`src/nnd_pkg.sv`:
```
// ----------------------------------------------------------------------------
// nnd_pkg
// Shared constants and codes for the nearest node distance block.
// ----------------------------------------------------------------------------
package nnd_pkg;

    // Storage sizes
    localparam int COORD_STORE = 256;
    localparam int ADDR_W      = 8;
    localparam int MAX_NODES   = 32;
    localparam int NODE_W      = 6;
    localparam int MAX_DIMS    = 16;
    localparam int DIM_W       = 5;

    // Datapath widths
    localparam int COORD_W    = 16;
    localparam int DIFF_W     = 17;
    localparam int SQ_W       = 34;
    localparam int DIST_W     = 36;
    localparam int ROOT_W     = 18;
    localparam int OUT_DIST_W = 48;

    // Metric codes
    localparam logic [1:0] METRIC_CITY  = 2'd0;
    localparam logic [1:0] METRIC_SQ    = 2'd1;
    localparam logic [1:0] METRIC_EUCL  = 2'd2;
    localparam logic [1:0] METRIC_CHEB  = 2'd3;

    // Command codes
    localparam logic [1:0] FUNC_NODE    = 2'd0;
    localparam logic [1:0] FUNC_QUERY   = 2'd1;
    localparam logic [1:0] FUNC_RECALC  = 2'd2;

    // Configuration register indexes
    localparam logic [1:0] CFG_METRIC   = 2'd0;
    localparam logic [1:0] CFG_COUNT    = 2'd1;
    localparam logic [1:0] CFG_LIMIT    = 2'd2;

    localparam logic [OUT_DIST_W-1:0] LIMIT_RESET = 48'd2560000;

endpackage

```
`src/nnd_cell.sv`:
```
// ----------------------------------------------------------------------------
// nnd_cell
// One stage of the distance chain: holds one node distance and hands it to
// the next stage on every shift.
// ----------------------------------------------------------------------------
module nnd_cell
    import nnd_pkg::*;
(
    input  logic              clk,
    input  logic              shift,
    input  logic [DIST_W-1:0] din,
    output logic [DIST_W-1:0] dout
);

    logic [DIST_W-1:0] dist_reg;

    // shift stage
    always_ff @(posedge clk)
    begin
        if (shift)
        begin
            dist_reg <= din;
        end
    end

    assign dout = dist_reg;

endmodule

```
`config.mk`:
```
export PLATFORM = sky130hd
export DESIGN_NAME = nnd_cell
export DESIGN_NICKNAME = d
export VERILOG_FILES = /design/src/nnd_pkg.sv /design/src/nnd_cell.sv
export SDC_FILE = /design/constraint.sdc
export NUM_CORES = 1
export LEC_CHECK = 0
export BUFFER_PORTS_ARGS = -buffer_cell sky130_fd_sc_hd__buf_2
export CORE_MARGIN = 10
export CORE_UTILIZATION = 42
export CTS_BUF_LIST = sky130_fd_sc_hd__clkbuf_16
export CTS_CLUSTER_SIZE = 10
export DETAILED_ROUTE_END_ITERATION = 6
export GPL_TIMING_DRIVEN = 0
export HOLD_SLACK_MARGIN = 0.02
export PLACE_DENSITY = 0.78
export SLEW_MARGIN = 40
export SYNTH_ARGS = -nofsm -noshare
export SYNTH_HDL_FRONTEND = slang
export SYNTH_SLANG_ARGS = --single-unit
```
`constraint.sdc`:
```
create_clock -name clk -period 0.9 [get_ports clk]
set_input_delay 0.135 -clock clk [delete_from_list [all_inputs] [get_ports clk]]
set_output_delay 0.135 -clock clk [all_outputs]
set_load 0.01 [all_outputs]
```
==> results.rst <==
.. list-table::
   :header-rows: 1

   * - Metric
     - Value
   * - Routed WL
     - 2600 µm
   * - RSZ-0062 raised after global routing
     - true
   * - I/O Buffers
     - 73
   * - 1st-iter DRT viols
     - 46
   * - Ratio of cells with drive above 1 in the final layout
     - 0.684
   * - Total gr overflow
     - 0
   * - Clock Root Buffer
     - sky130_fd_sc_hd__clkbuf_16
   * - Relative area change from synthesis to final layout
     - 49.1%
   * - Post-route DRC violation count
     - 0
   * - Total area of multi-input combinational cells
     - 0 µm²
   * - Final number of hold-violating endpoints
     - 0
   * - TritonCTS clock tree
     - yes
   * - Leakage
     - 0.702 nW
   * - Floorplan die height
     - 70.7 µm
   * - Antenna violations before repair
     - 0
   * - Path class of the lowest-slack min-delay path
     - input port to flip-flop
   * - Crit path max-delay cell type
     - sky130_fd_sc_hd__edfxtp_1
   * - Synth unique cells
     - 1
   * - Result of the run
     - complete, but fails checks
   * - Crit share post-route
     - 1.04
   * - Number of warnings issued by yosys
     - 0
   * - Wire length of the first global-routing pass
     - 3930 µm
   * - Violations in the final reports
     - setup timing
   * - Placed instance area
     - 0.00148 mm²
   * - Area of the core
     - 0.00248 mm²
   * - Critical Path, Cell by Cell
     - buf_2
   * - Post-route cell area
     - 0.00161 mm²
   * - Min Tclk post-route
     - 0.934 ns
   * - Post-route worst setup slack
     - -0.0340 ns
   * - Total clock buffers created by CTS
     - 5
   * - Clock Pin Slew Worst Setup and Hold Paths
     - 0.05 ns
   * - Worst-margin pin slew
     - 0.480 ns
   * - Synthesized instance count
     - 36
   * - Critical path's top delay family
     - flip-flops
   * - Top cells by area in the synthesized netlist
     - sky130_fd_sc_hd__edfxtp_1 (100%)
   * - Maximum number of pins on one net before global-route repair
     - 37
   * - Number of nets in the layout
     - 154
   * - Power Dens Cells
     - 2370 mW/mm²
   * - Number of buffers inserted to repair setup after CTS
     - 0
   * - Number of multi-input logic gates
     - 0
   * - Post-Synthesis Net Count
     - 74
   * - Worst path max stage delay
     - 0.38 ns
   * - Number of flip-flops under the largest register name
     - 36
   * - Peak VDD IR
     - 0.00187 V
   * - Number of optimization iterations in the first detailed-route pass
     - 4
   * - Setup crit start kind
     - flip-flop
   * - Remaining antenna violation count after routing
     - 0
   * - Synth top area share
     - 1.00
   * - Area of the mapped netlist
     - 0.00108 mm²
   * - Count of buffer and inverter cells on the critical path
     - 1
   * - Peak clock frequency supported by timing
     - 1.07 GHz
   * - Avg Vias per Cell
     - 4.53
   * - Synthesized area per cell
     - 30.0 µm²
   * - Data arrival time of the critical path
     - 0.80 ns
   * - Number of slew-limit violations in the final report
     - 0
   * - Slew HR
     - 0.680
   * - Post-synthesis register bit count
     - 36
   * - Width of the die
     - 70.7 µm
   * - Vias after detailed routing
     - 653
   * - Utilization after layout
     - 0.651
   * - Hold Worst Slack
     - 0.0424 ns
   * - Biggest area consumer among synthesized cells
     - sky130_fd_sc_hd__edfxtp_1
   * - WHS Path Cells
     - 1
   * - Max Cap Violations
     - 0
   * - Fraction of the yosys area taken by sequential cells
     - 1.00
   * - Buffer levels on the longest clock path
     - 2
   * - Critical setup path kind
     - flip-flop to output pin
   * - Startpoint of the lowest-slack hold path
     - din[24]
   * - CP Data Required Time
     - 0.76 ns
   * - CP Capture Type
     - output pin
   * - Worst Hold Endpoint
     - dout[24]$_DFFE_PP_
   * - CTS Sinks
     - 36
   * - Highest fanout seen on the critical path
     - 1
   * - Die footprint
     - 0.00500 mm²
   * - Cell total after placement
     - 139
   * - GPL Wtd Cong
     - 0.635
   * - Layout Cells excl Fill
     - 144
   * - Total track usage
     - 0.102
   * - Initial core utilization
     - 0.436
   * - Number of cell rows
     - 18
   * - Vias in the first global route
     - 732
   * - Accumulated negative setup slack
     - -0.187 ns
   * - H-tree levels
     - 2
   * - Final setup violation count
     - 14
   * - Top Ports
     - 74
   * - Wire length per cell after detailed routing
     - 18.1 µm
   * - Antenna Cells
     - 0
## timing repair
action,4_1_cts,5_1_grt
endpoints found under the setup margin,22,41
gates resized for setup,0,1
hold buffers,0,0
endpoints found under the hold margin,0,0
## routing by layer
layer / track usage / up-vias / routed length, µm
li1: - / 303 / -
met1: 0.104 / 301 / 963
met2: 0.160 / 47 / 1300
met3: 0.0767 / 2 / 323
met4: 0.0323 / 0 / 13
met5: 0 / - / 0
## cell usage in the layout, fill, tap and decap left out
cell type                    n
sky130_fd_sc_hd__buf_2      72
sky130_fd_sc_hd__edfxtp_1   36
sky130_fd_sc_hd__clkbuf_4    1
sky130_fd_sc_hd__clkbuf_16   5
## Yosys cell counts
cell / number
sky130_fd_sc_hd__edfxtp_1: 36
## cell type report
class / instances / area (µm²)
fill: 191 / 866
timing repair buffer: 73 / 368
clock buffer: 5 / 125
tap: 30 / 37.5
sequential: 36 / 1080
## how the worst max path moves through the flow
stage,startpoint,slack (ns),cells past startpoint,endpoint
finish,dout[28]$_DFFE_PP_,-0.03,1,dout[28]
global route,dout[28]$_DFFE_PP_,-0.07,1,dout[28]
CTS,dout[15]$_DFFE_PP_,-0.04,1,dout[15]
detailed placement,shift,-0.24,1,dout[13]$_DFFE_PP_
global placement,shift,-0.20,1,dout[13]$_DFFE_PP_
floorplan,dout[0]$_DFFE_PP_,0.37,0,dout[0]
## metrics by stage
step | setup slack, ns | power [mW]
floorplan | 0.371 | 2.14
CTS | -0.0408 | 3.86
detailed placement | -0.244 | 2.38
finish | -0.0340 | 3.82
global placement | -0.197 | 2.36
global route | -0.0734 | 3.99
## cells by family (layout without fill, tap and decap cells)
logic type,after synthesis,count (layout),share of synthesized area
buffers and inverters,0,78,0
DFF,36,36,1.00
## power by group
part | leakage [nW] | switching (mW) | internal, mW
clock network | 0.0616 | 0.509 | 0.972
registers | 0.352 | 0.0285 | 2.00
logic | 0.288 | 0.171 | 0.139
total | 0.702 | 0.709 | 3.11
Power figures use the tool's default switching activity.
