==> config.mk <==
export PLATFORM = sky130hd
export DESIGN_NAME = nnd_isqrt
export DESIGN_NICKNAME = d
export VERILOG_FILES = /design/src/nnd_pkg.sv /design/src/nnd_isqrt.sv
export SDC_FILE = /design/constraint.sdc
export NUM_CORES = 1
export LEC_CHECK = 0
export BUFFER_PORTS_ARGS = -buffer_cell sky130_fd_sc_hd__buf_2
export CORE_MARGIN = 1
export CORE_UTILIZATION = 40
export CTS_BUF_LIST = sky130_fd_sc_hd__clkbuf_2 sky130_fd_sc_hd__clkbuf_4 sky130_fd_sc_hd__clkbuf_8
export DETAILED_ROUTE_END_ITERATION = 16
export GPL_ROUTABILITY_DRIVEN = 0
export PLACE_DENSITY = 0.65
export SETUP_SLACK_MARGIN = 0.5
export SLEW_MARGIN = 20
export SYNTH_ARGS = -nofsm -noshare
export SYNTH_HDL_FRONTEND = slang
export SYNTH_SLANG_ARGS = --single-unit
==> constraint.sdc <==
create_clock -name clk -period 7.7 [get_ports clk]
set_clock_uncertainty 0.1 [all_clocks]
set_input_delay 0.385 -clock clk [delete_from_list [all_inputs] [get_ports clk]]
set_output_delay 0.385 -clock clk [all_outputs]
set_load 0.05 [all_outputs]
==> src/nnd_pkg.sv <==
// ----------------------------------------------------------------------------
// nnd_pkg
// Shared constants and codes for the nearest node distance block.
// ----------------------------------------------------------------------------
package nnd_pkg;

    // Storage sizes
    localparam int COORD_STORE = 256;
    localparam int ADDR_W      = 8;
    localparam int MAX_NODES   = 32;
    localparam int NODE_W      = 6;
    localparam int MAX_DIMS    = 16;
    localparam int DIM_W       = 5;

    // Datapath widths
    localparam int COORD_W    = 16;
    localparam int DIFF_W     = 17;
    localparam int SQ_W       = 34;
    localparam int DIST_W     = 36;
    localparam int ROOT_W     = 18;
    localparam int OUT_DIST_W = 48;

    // Metric codes
    localparam logic [1:0] METRIC_CITY  = 2'd0;
    localparam logic [1:0] METRIC_SQ    = 2'd1;
    localparam logic [1:0] METRIC_EUCL  = 2'd2;
    localparam logic [1:0] METRIC_CHEB  = 2'd3;

    // Command codes
    localparam logic [1:0] FUNC_NODE    = 2'd0;
    localparam logic [1:0] FUNC_QUERY   = 2'd1;
    localparam logic [1:0] FUNC_RECALC  = 2'd2;

    // Configuration register indexes
    localparam logic [1:0] CFG_METRIC   = 2'd0;
    localparam logic [1:0] CFG_COUNT    = 2'd1;
    localparam logic [1:0] CFG_LIMIT    = 2'd2;

    localparam logic [OUT_DIST_W-1:0] LIMIT_RESET = 48'd2560000;

endpackage

==> src/nnd_isqrt.sv <==
// ----------------------------------------------------------------------------
// nnd_isqrt
// Iterative floor square root, one result bit per cycle.
// ----------------------------------------------------------------------------
module nnd_isqrt
    import nnd_pkg::*;
(
    input  logic              clk,
    input  logic              rst_n,
    input  logic              start,
    input  logic [DIST_W-1:0] operand,
    output logic              done,
    output logic [ROOT_W-1:0] root
);

    localparam int STEPS = DIST_W / 2;

    logic [DIST_W:0]   rem_reg, rem_next;
    logic [DIST_W:0]   res_reg, res_next;
    logic [DIST_W-1:0] bit_reg, bit_next;
    logic [DIM_W-1:0]  cnt_reg, cnt_next;
    logic              run_reg, run_next;
    logic              done_reg, done_next;
    logic [DIST_W:0]   trial;

    assign trial = res_reg + {1'b0, bit_reg};

    // one digit per cycle
    always_comb
    begin
        rem_next  = rem_reg;
        res_next  = res_reg;
        bit_next  = bit_reg;
        cnt_next  = cnt_reg;
        run_next  = run_reg;
        done_next = 1'b0;
        if (start)
        begin
            rem_next = {1'b0, operand};
            res_next = '0;
            bit_next = {2'b01, {(DIST_W-2){1'b0}}};
            cnt_next = DIM_W'(STEPS - 1);
            run_next = 1'b1;
        end
        else if (run_reg)
        begin
            if (rem_reg >= trial)
            begin
                rem_next = rem_reg - trial;
                res_next = (res_reg >> 1) + {1'b0, bit_reg};
            end
            else
            begin
                res_next = res_reg >> 1;
            end
            bit_next = bit_reg >> 2;
            cnt_next = cnt_reg - 1'b1;
            if (cnt_reg == '0)
            begin
                run_next  = 1'b0;
                done_next = 1'b1;
            end
        end
    end

    always_ff @(posedge clk or negedge rst_n)
    begin
        if (!rst_n)
        begin
            run_reg  <= 1'b0;
            done_reg <= 1'b0;
        end
        else
        begin
            run_reg  <= run_next;
            done_reg <= done_next;
        end
    end

    always_ff @(posedge clk)
    begin
        rem_reg <= rem_next;
        res_reg <= res_next;
        bit_reg <= bit_next;
        cnt_reg <= cnt_next;
    end

    assign done = done_reg;
    assign root = res_reg[ROOT_W-1:0];

endmodule

==> impl_metrics.toml <==
[clock_tree]
clock_latency_ns = 0.42
cts_buffers = 9
tritoncts = "done"
cts-root-buf = "clkbuf_8"
cts_sinks = 99
clkTransAtPathRegs_ns = 0.12
cts_setup_buffers = 0
htree_levels = 3
cts_max_path_buffers = 2
cts_resized = 0

[finish]
finish.utilization_pct = 43.6
diodes = 0
seqCellArea_um2 = 2350
fillers = 2100
layout-drive-gt1-share_pct = 9.99
area_growth_pct = 6.33
multi_input_area_um2 = 5830
layout.nets = 1192

[worst_setup_path]
crit_path_end = "res_reg[32]$_SDFFE_PP0P_"
crit_arrival_ns = 6.40
startpoint = "res_reg[16]$_SDFFE_PP0P_"
reg2reg_depth = 19
critPathKind = "flip-flop to flip-flop"
rr_startpoint = "res_reg[16]$_SDFFE_PP0P_"
worst_r2r_endpoint = "res_reg[32]$_SDFFE_PP0P_"
crit_path_end_kind = "flip-flop"
ff2ff_setup_slack_ns = 1.52
cp_max_fo = 21
start_kind = "flip-flop"
cp.required_ns = 7.92

[floorplanning]
die_width_um = 149
core_area_um2 = 21200
fp.dieH_um = 149
start_util_pct = 41.0
dieArea_um2 = 22300
rows = 53
pin_count = 58

[pwr]
vdd_ir_drop_max_mv = 0.164
leakagePower_nw = 3.78
powerDensity_nw_per_um2 = 356

[yosys]
async_flop_share_pct = 2.02
yosys.area.top_type_share_pct = 14.1
ys_top_cells_by_area = "dfxtp_1 14%, edfxtp_1 12%, ha_1 11%"
synth-seq-cells = 99
syn_avg_cell_area_um2 = 8.10
syn-cell-area_um2 = 8670
synthCells = 1071
synth.distinct_cells = 79
syn-num-nets = 1187
synth_edf_count = 36
ys.flop_type = "dfxtp_1"
seq_area_frac_synth_pct = 27.1
yosys.area.top_type = "dfxtp_1"
ys.warnings.count = 0

[drt]
drtPass1Iterations = 4
wl_per_cell_um = 16.8
ant_nets = 0
drt-total-wl_mm = 22.8
drtIter0Drc = 539
dr_total_vias = 7867
via_per_inst = 5.80
drc = 0

[timing]
fmax_mhz = 162
min_period_ns = 6.18
rsz0062_at_grt = "no"
period_share_pct = 80.2
tns_ns = 0
finalSetupViolCount = 0
slew-limit-headroom_pct = 33.3
worst_slew_pin_slew_ns = 1.00
hold_viol = 0
drv_slew = 0

[min_path]
hp-start = "operand[7]"
worstHoldPathType = "input port to flip-flop"

[placed_design]
io_buffers = 57
place_hpwl_mm = 16.9

[status]
status = "completed"

[global_route]
grt_antenna_before_repair = 0
overflow = 0
grt_max_degree = 93
grt_pass1_wl_mm = 36.9
track_usage_pct = 20.9
grt_pass1_vias = 7253

[job]
maxCapViolCount = 0
## worst max-delay path, cell delays in order, from the launching register on
cell,delay [ns]
dfxtp_1,0.58
ha_1,0.35
nand2_1,0.10
nand2b_1,0.06
a31oi_1,0.56
o21ai_0,0.25
a21oi_1,0.31
nor2_1,0.08
o311ai_0,0.35
xor2_1,0.21
ha_1,0.34
a21oi_1,0.28
o21ai_1,0.14
a211oi_2,0.32
o21ai_0,0.18
a31o_4,0.31
nor3_4,0.77
buf_4,0.35
o21ai_0,0.10
a221oi_1,0.33
## through the flow
step / setup WS, ns / hold slack, ns / total power, mW / instances / instance area [µm²]
2_1_floorplan: 0.540 / -0.0106 / 2.45 / 1071 / 8670
3_3_place_gp: 1.89 / 0.0713 / 2.85 / 1339 / 9000
3_5_place_dp: 1.70 / 0.0718 / 2.87 / 1339 / 9000
4_1_cts: 1.63 / 0.121 / 3.27 / 1356 / 9220
5_1_grt: 0.989 / 0.146 / 3.55 / 1356 / 9220
6_report: 1.52 / 0.143 / 3.28 / 1356 / 9220
## how the worst min path moves through the flow
| stage | to | cells past startpoint | slack (ns) |
|---|---|---|---|
| floorplan | done$_DFF_PN0_ | 0 | -0.01 |
| global placement | done$_DFF_PN0_ | 1 | 0.07 |
| global route | run_reg$_DFF_PN0_ | 2 | 0.15 |
| finish | rem_reg[7]$_DFFE_PP_ | 3 | 0.14 |
| detailed placement | done$_DFF_PN0_ | 1 | 0.07 |
| CTS | rem_reg[7]$_DFFE_PP_ | 3 | 0.12 |
## cells in the mapped netlist, types with 5 or more instances
library cell / n
nand4_1: 11
o211ai_1: 6
a211oi_1: 17
and3_1: 11
a31oi_1: 36
nor4_1: 8
mux2i_1: 26
a311oi_1: 18
o21a_1: 5
o32ai_1: 5
clkbuf_1: 29
nand3_1: 19
xor2_1: 41
buf_4: 20
buf_1: 8
inv_1: 33
edfxtp_1: 36
nor3_1: 16
dfxtp_1: 61
o21bai_1: 12
o21ai_0: 91
a31o_2: 5
or3_1: 13
o31ai_1: 17
nor2b_1: 8
mux2_2: 5
buf_2: 11
a21oi_1: 70
nand2_1: 110
ha_1: 76
nor2_1: 111
a221oi_1: 5
xnor2_1: 34
nand2b_1: 5
a21o_1: 19
## layout by cell type, fill, tap and decap left out, drive strengths merged, types with 36 or more instances in the layout
master	Yosys	layout
nand2	110	110
xor2	41	41
buf	41	64
a21oi	70	70
o21ai	92	92
inv	33	37
ha	76	76
dfxtp	61	61
nor2	111	111
a31oi	36	36
edfxtp	36	36
## power breakdown
group | internal (mW) | total (mW) | leakage [nW] | switching, mW
registers | 0.746 | 0.867 | 0.894 | 0.121
logic | 0.780 | 2.03 | 2.77 | 1.25
clock network | 0.159 | 0.381 | 0.108 | 0.222
total | 1.69 | 3.28 | 3.78 | 1.60
## routing by layer
layer,part of all wire [%],track usage (%),vias up
met5,0,0,-
met4,1.7,6.22,0
met3,4.6,3.70,30
met2,46,34.4,171
met1,47,27.9,3693
li1,-,-,3973
## cells by family after synthesis
family | count (synthesis) | share of synthesized area (%)
compound gates | 345 | 26.4
simple gates | 339 | 18.3
buf+inv | 105 | 5.76
flops | 99 | 27.1
fa+ha+maj | 77 | 11.2
xor+xnor | 75 | 7.57
mux | 31 | 3.65
## area by class of cell
| class | instances | share of cell area, % |
|---|---|---|
| tap | 275 | 3.73 |
| multi-input combinational | 867 | 63.2 |
| inverter | 34 | 1.38 |
| timing repair buffer | 65 | 3.80 |
| sequential | 99 | 25.5 |
| clock buffer | 9 | 1.34 |
| clock inverter | 7 | 0.977 |
## timing repair
item,4_1_cts,5_1_grt
hold buffers,1,0
hold endpoints to repair,2,0
setup endpoints to repair,0,0
Note: power is estimated with default switching activity, not from simulation.
